$ cat config.mk
export PLATFORM = sky130hd
export DESIGN_NAME = uniform_level_quantizer_unit
export DESIGN_NICKNAME = d
export VERILOG_FILES = /design/src/ulq_pkg.sv /design/src/uniform_level_quantizer_unit.sv /design/src/ulq_div.sv
export SDC_FILE = /design/constraint.sdc
export NUM_CORES = 2
export LEC_CHECK = 0
export ABC_AREA = 1
export ABC_CLOCK_PERIOD_IN_PS = 146000
export BUFFER_PORTS_ARGS = -buffer_cell sky130_fd_sc_hd__buf_2
export CAP_MARGIN = 20
export CORE_ASPECT_RATIO = 1.2
export CORE_UTILIZATION = 40
export DETAILED_ROUTE_END_ITERATION = 6
export HOLD_SLACK_MARGIN = 0.05
export SLEW_MARGIN = 20
export SYNTH_ARGS = -nofsm -noshare
export SYNTH_HDL_FRONTEND = slang
export SYNTH_HIERARCHICAL = 1
export SYNTH_SLANG_ARGS = --single-unit
$ cat constraint.sdc
create_clock -name clock -period 146 [get_ports clock]
set_clock_uncertainty 0.05 [all_clocks]
set_input_delay 14.6 -clock clock [delete_from_list [all_inputs] [get_ports clock]]
set_output_delay 14.6 -clock clock [all_outputs]
set_load 0.01 [all_outputs]
$ cat src/ulq_pkg.sv
// ----------------------------------------------------------------------------
// ulq_pkg
// Shared constants and types of the uniform level quantizer.
// ----------------------------------------------------------------------------
`default_nettype none

package ulq_pkg;

   localparam int ULQ_MAX_LEVELS   = 256;
   localparam int ULQ_SAMPLE_WIDTH = 16;

   localparam int ULQ_LOW_RESET    = -4096;
   localparam int ULQ_HIGH_RESET   = 4096;
   localparam int ULQ_COUNT_RESET  = 256;
   localparam int ULQ_COUNT_WIDTH  = 9;
   localparam int ULQ_INDEX_WIDTH  = 8;

   localparam logic [1:0] REG_LOW_BOUND   = 2'd0;
   localparam logic [1:0] REG_HIGH_BOUND  = 2'd1;
   localparam logic [1:0] REG_LEVEL_COUNT = 2'd2;

   typedef struct packed {
      logic empty;
      logic over;
   } ulq_flag_type;

endpackage

`default_nettype wire

$ cat src/uniform_level_quantizer_unit.sv
// ----------------------------------------------------------------------------
// uniform_level_quantizer_unit
// Snaps each signed sample to the nearest of level_count evenly spaced
// levels between low_bound and high_bound; ties go to the upper level.
//
// Channels: req_* carries one sample per transfer; rsp_* returns the
// quantized value, its level index and a clip flag. csr_* writes the
// three registers (0 low_bound, 1 high_bound, 2 level_count) and is
// always ready; write it only while no sample is in flight.
// The pipeline depth is set by bit-per-stage dividers in series: one finds
// the first level at or above the sample, then a parallel pair computes
// the two level values around it.
// Throughput: one sample per cycle while the pipeline is not stalled.
// Reset clears all valid bits and restores the register defaults.
// When rsp_tready is low with a result waiting, the whole pipeline holds
// and req_tready drops; nothing is lost or repeated.
// ----------------------------------------------------------------------------
`default_nettype none

module uniform_level_quantizer_unit
   import ulq_pkg::*;
#(
   parameter int MAX_LEVELS   = ULQ_MAX_LEVELS,
   parameter int SAMPLE_WIDTH = ULQ_SAMPLE_WIDTH,
   localparam int SW  = SAMPLE_WIDTH,
   localparam int CW  = (SW > ULQ_COUNT_WIDTH) ? SW : ULQ_COUNT_WIDTH,
   localparam int RQW = ((SW + 7) / 8) * 8,
   localparam int RSW = ((SW + ULQ_INDEX_WIDTH + 1 + 7) / 8) * 8
) (
   input  wire logic           clock,
   input  wire logic           reset,
   input  wire logic           req_tvalid,
   output logic                req_tready,
   input  wire logic [RQW-1:0] req_tdata,   // sample
   output logic                rsp_tvalid,
   input  wire logic           rsp_tready,
   output logic [RSW-1:0]      rsp_tdata,   // quantized, level_index, clipped
   input  wire logic           csr_valid,
   output logic                csr_ready,
   input  wire logic [1:0]     csr_index,
   input  wire logic [CW-1:0]  csr_wdata
);

   localparam int IW  = (MAX_LEVELS > 2) ? $clog2(MAX_LEVELS) : 1;
   localparam int NCW = (IW + 1 > ULQ_COUNT_WIDTH) ? IW + 1 : ULQ_COUNT_WIDTH;
   localparam int TW  = SW + IW + 2;
   localparam int PW  = SW + 1 + IW;

   logic signed [SW-1:0]  low_ff, high_ff;
   logic [ULQ_COUNT_WIDTH-1:0] count_ff;

   logic                  ce;
   logic [NCW-1:0]        n_ext, n_clamp;
   logic [IW-1:0]         m;
   logic [SW:0]           span;

   logic signed [SW-1:0]  s_in;
   ulq_flag_type          flag_in;
   logic [SW:0]           d_in;

   logic                  a_vld_ff;
   logic signed [SW-1:0]  a_smp_ff;
   ulq_flag_type          a_flag_ff;
   logic [SW:0]           a_d_ff;

   logic                  b_vld_ff;
   logic [PW-1:0]         b_prod_ff;
   logic [TW-1:0]         b_tag_ff;

   logic                  d1_vld;
   logic [IW-1:0]         d1_quo;
   logic [SW:0]           d1_rem;
   logic [TW-1:0]         d1_tag;

   logic                  c_vld_ff;
   logic [IW-1:0]         c_i_ff;
   logic [TW-1:0]         c_tag_ff;
   logic [IW-1:0]         i_in;

   logic                  d_vld_ff;
   logic [PW-1:0]         d_pu_ff, d_pd_ff;
   logic [TW-1:0]         d_tag_ff;

   logic                  d2_vld;
   logic [SW:0]           d2_quo, d3_quo;
   logic [TW-1:0]         d2_tag;

   logic signed [SW-1:0]  e_smp;
   logic [IW-1:0]         e_i;
   ulq_flag_type          e_flag;
   logic signed [SW+1:0]  lo_x, s_x, up_x, dn_x;
   logic [SW-1:0]         q_in;
   logic [IW-1:0]         idx_in;
   logic                  clip_in;

   logic                  rsp_vld_ff;
   logic [SW-1:0]         rsp_q_ff;
   logic [ULQ_INDEX_WIDTH-1:0] rsp_idx_ff;
   logic                  rsp_clip_ff;

   // configuration registers
   assign csr_ready = 1'b1;

   always_ff @(posedge clock) begin
      if (reset) begin
         low_ff   <= SW'(ULQ_LOW_RESET);
         high_ff  <= SW'(ULQ_HIGH_RESET);
         count_ff <= ULQ_COUNT_WIDTH'(ULQ_COUNT_RESET);
      end else if (csr_valid) begin
         case (csr_index)
            REG_LOW_BOUND:   low_ff   <= csr_wdata[SW-1:0];
            REG_HIGH_BOUND:  high_ff  <= csr_wdata[SW-1:0];
            REG_LEVEL_COUNT: count_ff <= csr_wdata[ULQ_COUNT_WIDTH-1:0];
            default: ;
         endcase
      end
   end

   assign n_ext   = NCW'(count_ff);
   assign n_clamp = (n_ext < NCW'(2)) ? NCW'(2) :
                    (n_ext > NCW'(MAX_LEVELS)) ? NCW'(MAX_LEVELS) : n_ext;
   assign m       = IW'(n_clamp - NCW'(1));
   assign span    = (SW+1)'({high_ff[SW-1], high_ff} - {low_ff[SW-1], low_ff});

   assign ce         = !rsp_vld_ff || rsp_tready;
   assign req_tready = ce;

   // stage A: range checks
   assign s_in          = req_tdata[SW-1:0];
   assign flag_in.empty = high_ff <= low_ff;
   assign flag_in.over  = s_in > high_ff;
   assign d_in = (flag_in.empty || flag_in.over || s_in < low_ff) ? '0 :
                 (SW+1)'({s_in[SW-1], s_in} - {low_ff[SW-1], low_ff});

   always_ff @(posedge clock) begin
      if (reset) begin
         a_vld_ff <= 1'b0;
         b_vld_ff <= 1'b0;
         c_vld_ff <= 1'b0;
         d_vld_ff <= 1'b0;
         rsp_vld_ff <= 1'b0;
      end else if (ce) begin
         a_vld_ff <= req_tvalid;
         b_vld_ff <= a_vld_ff;
         c_vld_ff <= d1_vld;
         d_vld_ff <= c_vld_ff;
         rsp_vld_ff <= d2_vld;
      end
   end

   always_ff @(posedge clock) begin
      if (ce) begin
         a_smp_ff  <= s_in;
         a_flag_ff <= flag_in;
         a_d_ff    <= d_in;
      end
   end

   // stage B: scale offset by level spacing count
   always_ff @(posedge clock) begin
      if (ce) begin
         b_prod_ff <= PW'(a_d_ff) * PW'(m);
         b_tag_ff  <= {a_flag_ff, IW'(0), a_smp_ff};
      end
   end

   ulq_div #(.NW(PW), .DW(SW + 1), .QW(IW), .TW(TW)) u_div_index (
      .clock (clock),
      .reset (reset),
      .ce    (ce),
      .vld_i (b_vld_ff),
      .num_i (b_prod_ff),
      .den_i (b_tag_ff[TW-1] ? (SW+1)'(1) : span),
      .tag_i (b_tag_ff),
      .vld_o (d1_vld),
      .quo_o (d1_quo),
      .rem_o (d1_rem),
      .tag_o (d1_tag)
   );

   // stage C: first level at or above the sample
   assign i_in = (d1_quo == '0) ? IW'(1) : IW'(d1_quo + IW'(d1_rem != '0));

   always_ff @(posedge clock) begin
      if (ce) begin
         c_i_ff   <= i_in;
         c_tag_ff <= d1_tag;
      end
   end

   // stage D: scaled level offsets
   always_ff @(posedge clock) begin
      if (ce) begin
         d_pu_ff  <= PW'(c_i_ff) * PW'(span);
         d_pd_ff  <= PW'(c_i_ff - IW'(1)) * PW'(span);
         d_tag_ff <= {c_tag_ff[TW-1 -: 2], c_i_ff, c_tag_ff[SW-1:0]};
      end
   end

   ulq_div #(.NW(PW), .DW(IW), .QW(SW + 1), .TW(TW)) u_div_upper (
      .clock (clock),
      .reset (reset),
      .ce    (ce),
      .vld_i (d_vld_ff),
      .num_i (d_pu_ff),
      .den_i (m),
      .tag_i (d_tag_ff),
      .vld_o (d2_vld),
      .quo_o (d2_quo),
      .rem_o (),
      .tag_o (d2_tag)
   );

   ulq_div #(.NW(PW), .DW(IW), .QW(SW + 1), .TW(1)) u_div_lower (
      .clock (clock),
      .reset (reset),
      .ce    (ce),
      .vld_i (d_vld_ff),
      .num_i (d_pd_ff),
      .den_i (m),
      .tag_i (1'b0),
      .vld_o (),
      .quo_o (d3_quo),
      .rem_o (),
      .tag_o ()
   );

   // stage E: pick the nearer level
   assign e_smp  = d2_tag[SW-1:0];
   assign e_i    = d2_tag[SW +: IW];
   assign e_flag = d2_tag[TW-1 -: 2];
   assign lo_x   = {{2{low_ff[SW-1]}}, low_ff};
   assign s_x    = {{2{e_smp[SW-1]}}, e_smp};
   assign up_x   = lo_x + $signed({1'b0, d2_quo});
   assign dn_x   = lo_x + $signed({1'b0, d3_quo});

   always_comb begin
      if (e_flag.empty) begin
         q_in    = low_ff;
         idx_in  = '0;
         clip_in = e_smp != low_ff;
      end else if (e_flag.over) begin
         q_in    = high_ff;
         idx_in  = m;
         clip_in = 1'b1;
      end else begin
         clip_in = e_smp < low_ff;
         if ((s_x - dn_x) < (up_x - s_x)) begin
            q_in   = dn_x[SW-1:0];
            idx_in = e_i - IW'(1);
         end else begin
            q_in   = up_x[SW-1:0];
            idx_in = e_i;
         end
      end
   end

   always_ff @(posedge clock) begin
      if (ce) begin
         rsp_q_ff    <= q_in;
         rsp_idx_ff  <= ULQ_INDEX_WIDTH'(idx_in);
         rsp_clip_ff <= clip_in;
      end
   end

   assign rsp_tvalid = rsp_vld_ff;
   assign rsp_tdata  = RSW'({rsp_clip_ff, rsp_idx_ff, rsp_q_ff});

endmodule

`default_nettype wire

$ cat src/ulq_div.sv
// ----------------------------------------------------------------------------
// ulq_div
// Pipelined restoring divider, one quotient bit per stage, with a side tag.
// The quotient must fit in QW bits.
// ----------------------------------------------------------------------------
`default_nettype none

module ulq_div
   import ulq_pkg::*;
#(
   parameter int NW = 25,
   parameter int DW = 17,
   parameter int QW = 8,
   parameter int TW = 1
) (
   input  wire logic          clock,
   input  wire logic          reset,
   input  wire logic          ce,
   input  wire logic          vld_i,
   input  wire logic [NW-1:0] num_i,
   input  wire logic [DW-1:0] den_i,
   input  wire logic [TW-1:0] tag_i,
   output logic               vld_o,
   output logic [QW-1:0]      quo_o,
   output logic [DW-1:0]      rem_o,
   output logic [TW-1:0]      tag_o
);

   logic          vld_ff [QW];
   logic [NW-1:0] num_ff [QW];
   logic [DW-1:0] den_ff [QW];
   logic [DW-1:0] rem_ff [QW];
   logic [QW-1:0] quo_ff [QW];
   logic [TW-1:0] tag_ff [QW];

   for (genvar k = 0; k < QW; k++) begin : g_stage
      logic          vld_in;
      logic [NW-1:0] num_in;
      logic [DW-1:0] den_in;
      logic [DW-1:0] rem_in;
      logic [QW-1:0] quo_in;
      logic [TW-1:0] tag_in;
      logic [DW:0]   trial;
      logic          ge;

      if (k == 0) begin : g_first
         assign vld_in = vld_i;
         assign num_in = num_i;
         assign den_in = den_i;
         assign rem_in = DW'(num_i >> QW);
         assign quo_in = '0;
         assign tag_in = tag_i;
      end else begin : g_next
         assign vld_in = vld_ff[k-1];
         assign num_in = num_ff[k-1];
         assign den_in = den_ff[k-1];
         assign rem_in = rem_ff[k-1];
         assign quo_in = quo_ff[k-1];
         assign tag_in = tag_ff[k-1];
      end

      assign trial = {rem_in, num_in[QW-1-k]};
      assign ge    = trial >= {1'b0, den_in};

      always_ff @(posedge clock) begin
         if (reset) begin
            vld_ff[k] <= 1'b0;
         end else if (ce) begin
            vld_ff[k] <= vld_in;
         end
      end

      always_ff @(posedge clock) begin
         if (ce) begin
            num_ff[k] <= num_in;
            den_ff[k] <= den_in;
            rem_ff[k] <= ge ? DW'(trial - {1'b0, den_in}) : DW'(trial);
            quo_ff[k] <= QW'({quo_in, ge});
            tag_ff[k] <= tag_in;
         end
      end
   end

   assign vld_o = vld_ff[QW-1];
   assign quo_o = quo_ff[QW-1];
   assign rem_o = rem_ff[QW-1];
   assign tag_o = tag_ff[QW-1];

endmodule

`default_nettype wire
==> summary.md <==
| Metric | Value |
|---|---|
| Status | finished clean |
| Placed instance count | 15700 |
| Nets | 13000 |
| Slew margin rel. | 28.4% |
| Startpoint types | input pin |
| RePlAce Congestion | 0.920 |
| Die H | 603 um |
| Final setup viols | 0 |
| IO Pins | 74 |
| Post-synthesis cell count | 11700 |
| Grt total ovfl | 0 |
| RSZ-0062 raised after global routing | false |
| Crit. Startpoint | rsp_tready |
| DP Worst Slack | 115590 ps |
| Clock slew at the register clock pins of the worst setup and hold paths | 60 ps |
| Sum Neg Setup Slack | 0 ps |
| Vias in the first global route | 75700 |
| R2r startpoint | low_ff[1]$_SDFFE_PP0P_ |
| Die area | 304000 sq um |
| Layout area overhead | 10.4% |
| CTS buffer count | 242 |
| Worst Hold Path Cells | 0 |
| FMAX | 32.9 MHz |
| Post-route ant nets | 0 |
| Final Slew Violations | 0 |
| Worst EP required | 131350 ps |
| Sink Count | 2271 |
| Vias | 77100 |
| Core Area | 299000 sq um |
| Max-cap violations | 0 |
| Initial antenna violation count | 5 |
| Clk root buf | clkbuf_16 |
| GR Util All Layers | 17.8% |
| DR iter-0 viols | 5400 |
| YS warnings | 6 |
| Mean Syn Cell Area | 10.3 sq um |
| WP data arrival | 15770 ps |
| Total wire length | 269000 um |
| Crit-path max FO | 74 |
| First-pass DRT Iterations | 6 |
| Hold Fails Final Rpt | 0 |
| Gates resized, CTS repair | 0 |
| First-pass GRT wire length | 422000 um |
| Hpwl dp | 205000 um |
| Final Cycle Share | 20.8% |
| Initial core utilization | 40.3% |
| R2r setup slk | 137840 ps |
| Setup crit end kind | output port |
| Per-cell routed wire length | 16.7 um |
| Slew @ Worst Pin | 1070 ps |
| Clock Tree Buf Depth | 4 |
| Die extent in x | 503 um |
| Layout Cells excl Fill | 16100 |
| Critical Path End | req_tready |
| I/O Buffers | 65 |
| Hold WC Path Type | reg -> reg |
| CTS H-tree lvls | 4 |
| Clk_lat worst skew | 910 ps |
| Cts hold-fix bufs | 0 |
| R2r endpoint | d_pd_ff[21]$_DFFE_PP_ |
| Postcts setup bufs | 0 |
| Critical path type | in -> out |
| # rows | 220 |
| CTS tree | built |
| Reg2Reg Depth | 26 |
| Final setup margin | 115590 ps |
| Post-layout instance area | 133000 sq um |
| Mapped cell area | 121000 sq um |
| Min Clock Period, post-route | 30420 ps |
| Detailed-route DRC error count | 0 |
| Post-placement cell area | 125000 sq um |
| Layout cells sized above 1 | 5.91% |
| Pin count of the biggest net entering global routing | 184 |
| Drt via density | 4.79 |
critical path: stages:
cell and delay (ps):
buf_2 100, nor2_1 450, inv_8 330, buf_2 250
through the flow:
step / hold slack (ps) / utilization (%)
after global routing: 311 / 44.4
final: 294 / 44.4
after floorplan: 350 / -
after global placement: 350 / 41.9
after detailed placement: 355 / 41.9
after CTS: 286 / 44.4
flip-flops by register name, summed over array words and instances, names as in the netlist, 25 cells and up:
| name | flops |
|---|---|
| u_div_upper/quo_ff | 153 |
| u_div_upper/rem_ff | 128 |
| d_pu_ff | 25 |
| u_div_lower/rem_ff | 128 |
| u_div_index/num_ff | 28 |
| u_div_index/den_ff | 119 |
| u_div_lower/den_ff | 128 |
| d_tag_ff | 26 |
| u_div_upper/tag_ff | 442 |
| u_div_lower/quo_ff | 153 |
| u_div_upper/num_ff | 136 |
| u_div_index/rem_ff | 136 |
| u_div_index/quo_ff | 36 |
| b_prod_ff | 25 |
| d_pd_ff | 25 |
| u_div_upper/den_ff | 128 |
| u_div_lower/num_ff | 136 |
| u_div_index/tag_ff | 144 |
worst min-delay path by stage:
stage | startpoint | slack (ps) | to
finish | u_div_index/tag_ff[0][55]$_DFFE_PP_ | 290 | u_div_index/tag_ff[0][81]$_DFFE_PP_
global route | u_div_lower/num_ff[0][79]$_DFFE_PP_ | 310 | u_div_lower/num_ff[0][104]$_DFFE_PP_
detailed placement | c_tag_ff[14]$_DFFE_PP_ | 350 | d_tag_ff[14]$_DFFE_PP_
global placement | u_div_upper/num_ff[0][275]$_DFFE_PP_ | 350 | u_div_upper/num_ff[0][300]$_DFFE_PP_
floorplan | a_smp_ff[0]$_DFFE_PP_ | 350 | b_tag_ff[0]$_DFFE_PP_
CTS | u_div_index/tag_ff[0][55]$_DFFE_PP_ | 290 | u_div_index/tag_ff[0][81]$_DFFE_PP_
routing by layer:
layer	GRT usage [%]	share of wire, %	vias up
li1	-	-	38700
met1	22.6	43	36400
met2	30.7	49	1535
met3	2.10	4.3	502
met4	7.39	4.4	0
met5	0	0	-
placed cells by master, fill, tap and decap left out, types with 57 or more instances in the layout:
master,count
nand2_1,3194
edfxtp_1,2225
inv_1,1984
nand3_1,886
ha_1,716
nor2_1,701
a21oi_1,420
fa_1,332
clkbuf_16,242
xor2_1,200
o21ai_0,131
nand4_1,110
xnor2_1,88
nand2_2,87
nor3_1,78
buf_2,65
buf_4,57
cell type report:
class                           instances  area [sq um]
Fill cell                           28400        166000
Sequential cell                      2271         67700
Multi-Input combinational cell       7269         44300
Inverter                             2002          7520
Clock buffer                          294          6250
Tap cell                             3996          5000
Clock inverter                        146          1470
Timing Repair Buffer                  125           813
Antenna cell                            5          12.5
Power is left out: the tool's default activity adds up to more than one toggle a clock period on the data nets, which glitch-free logic cannot reach.
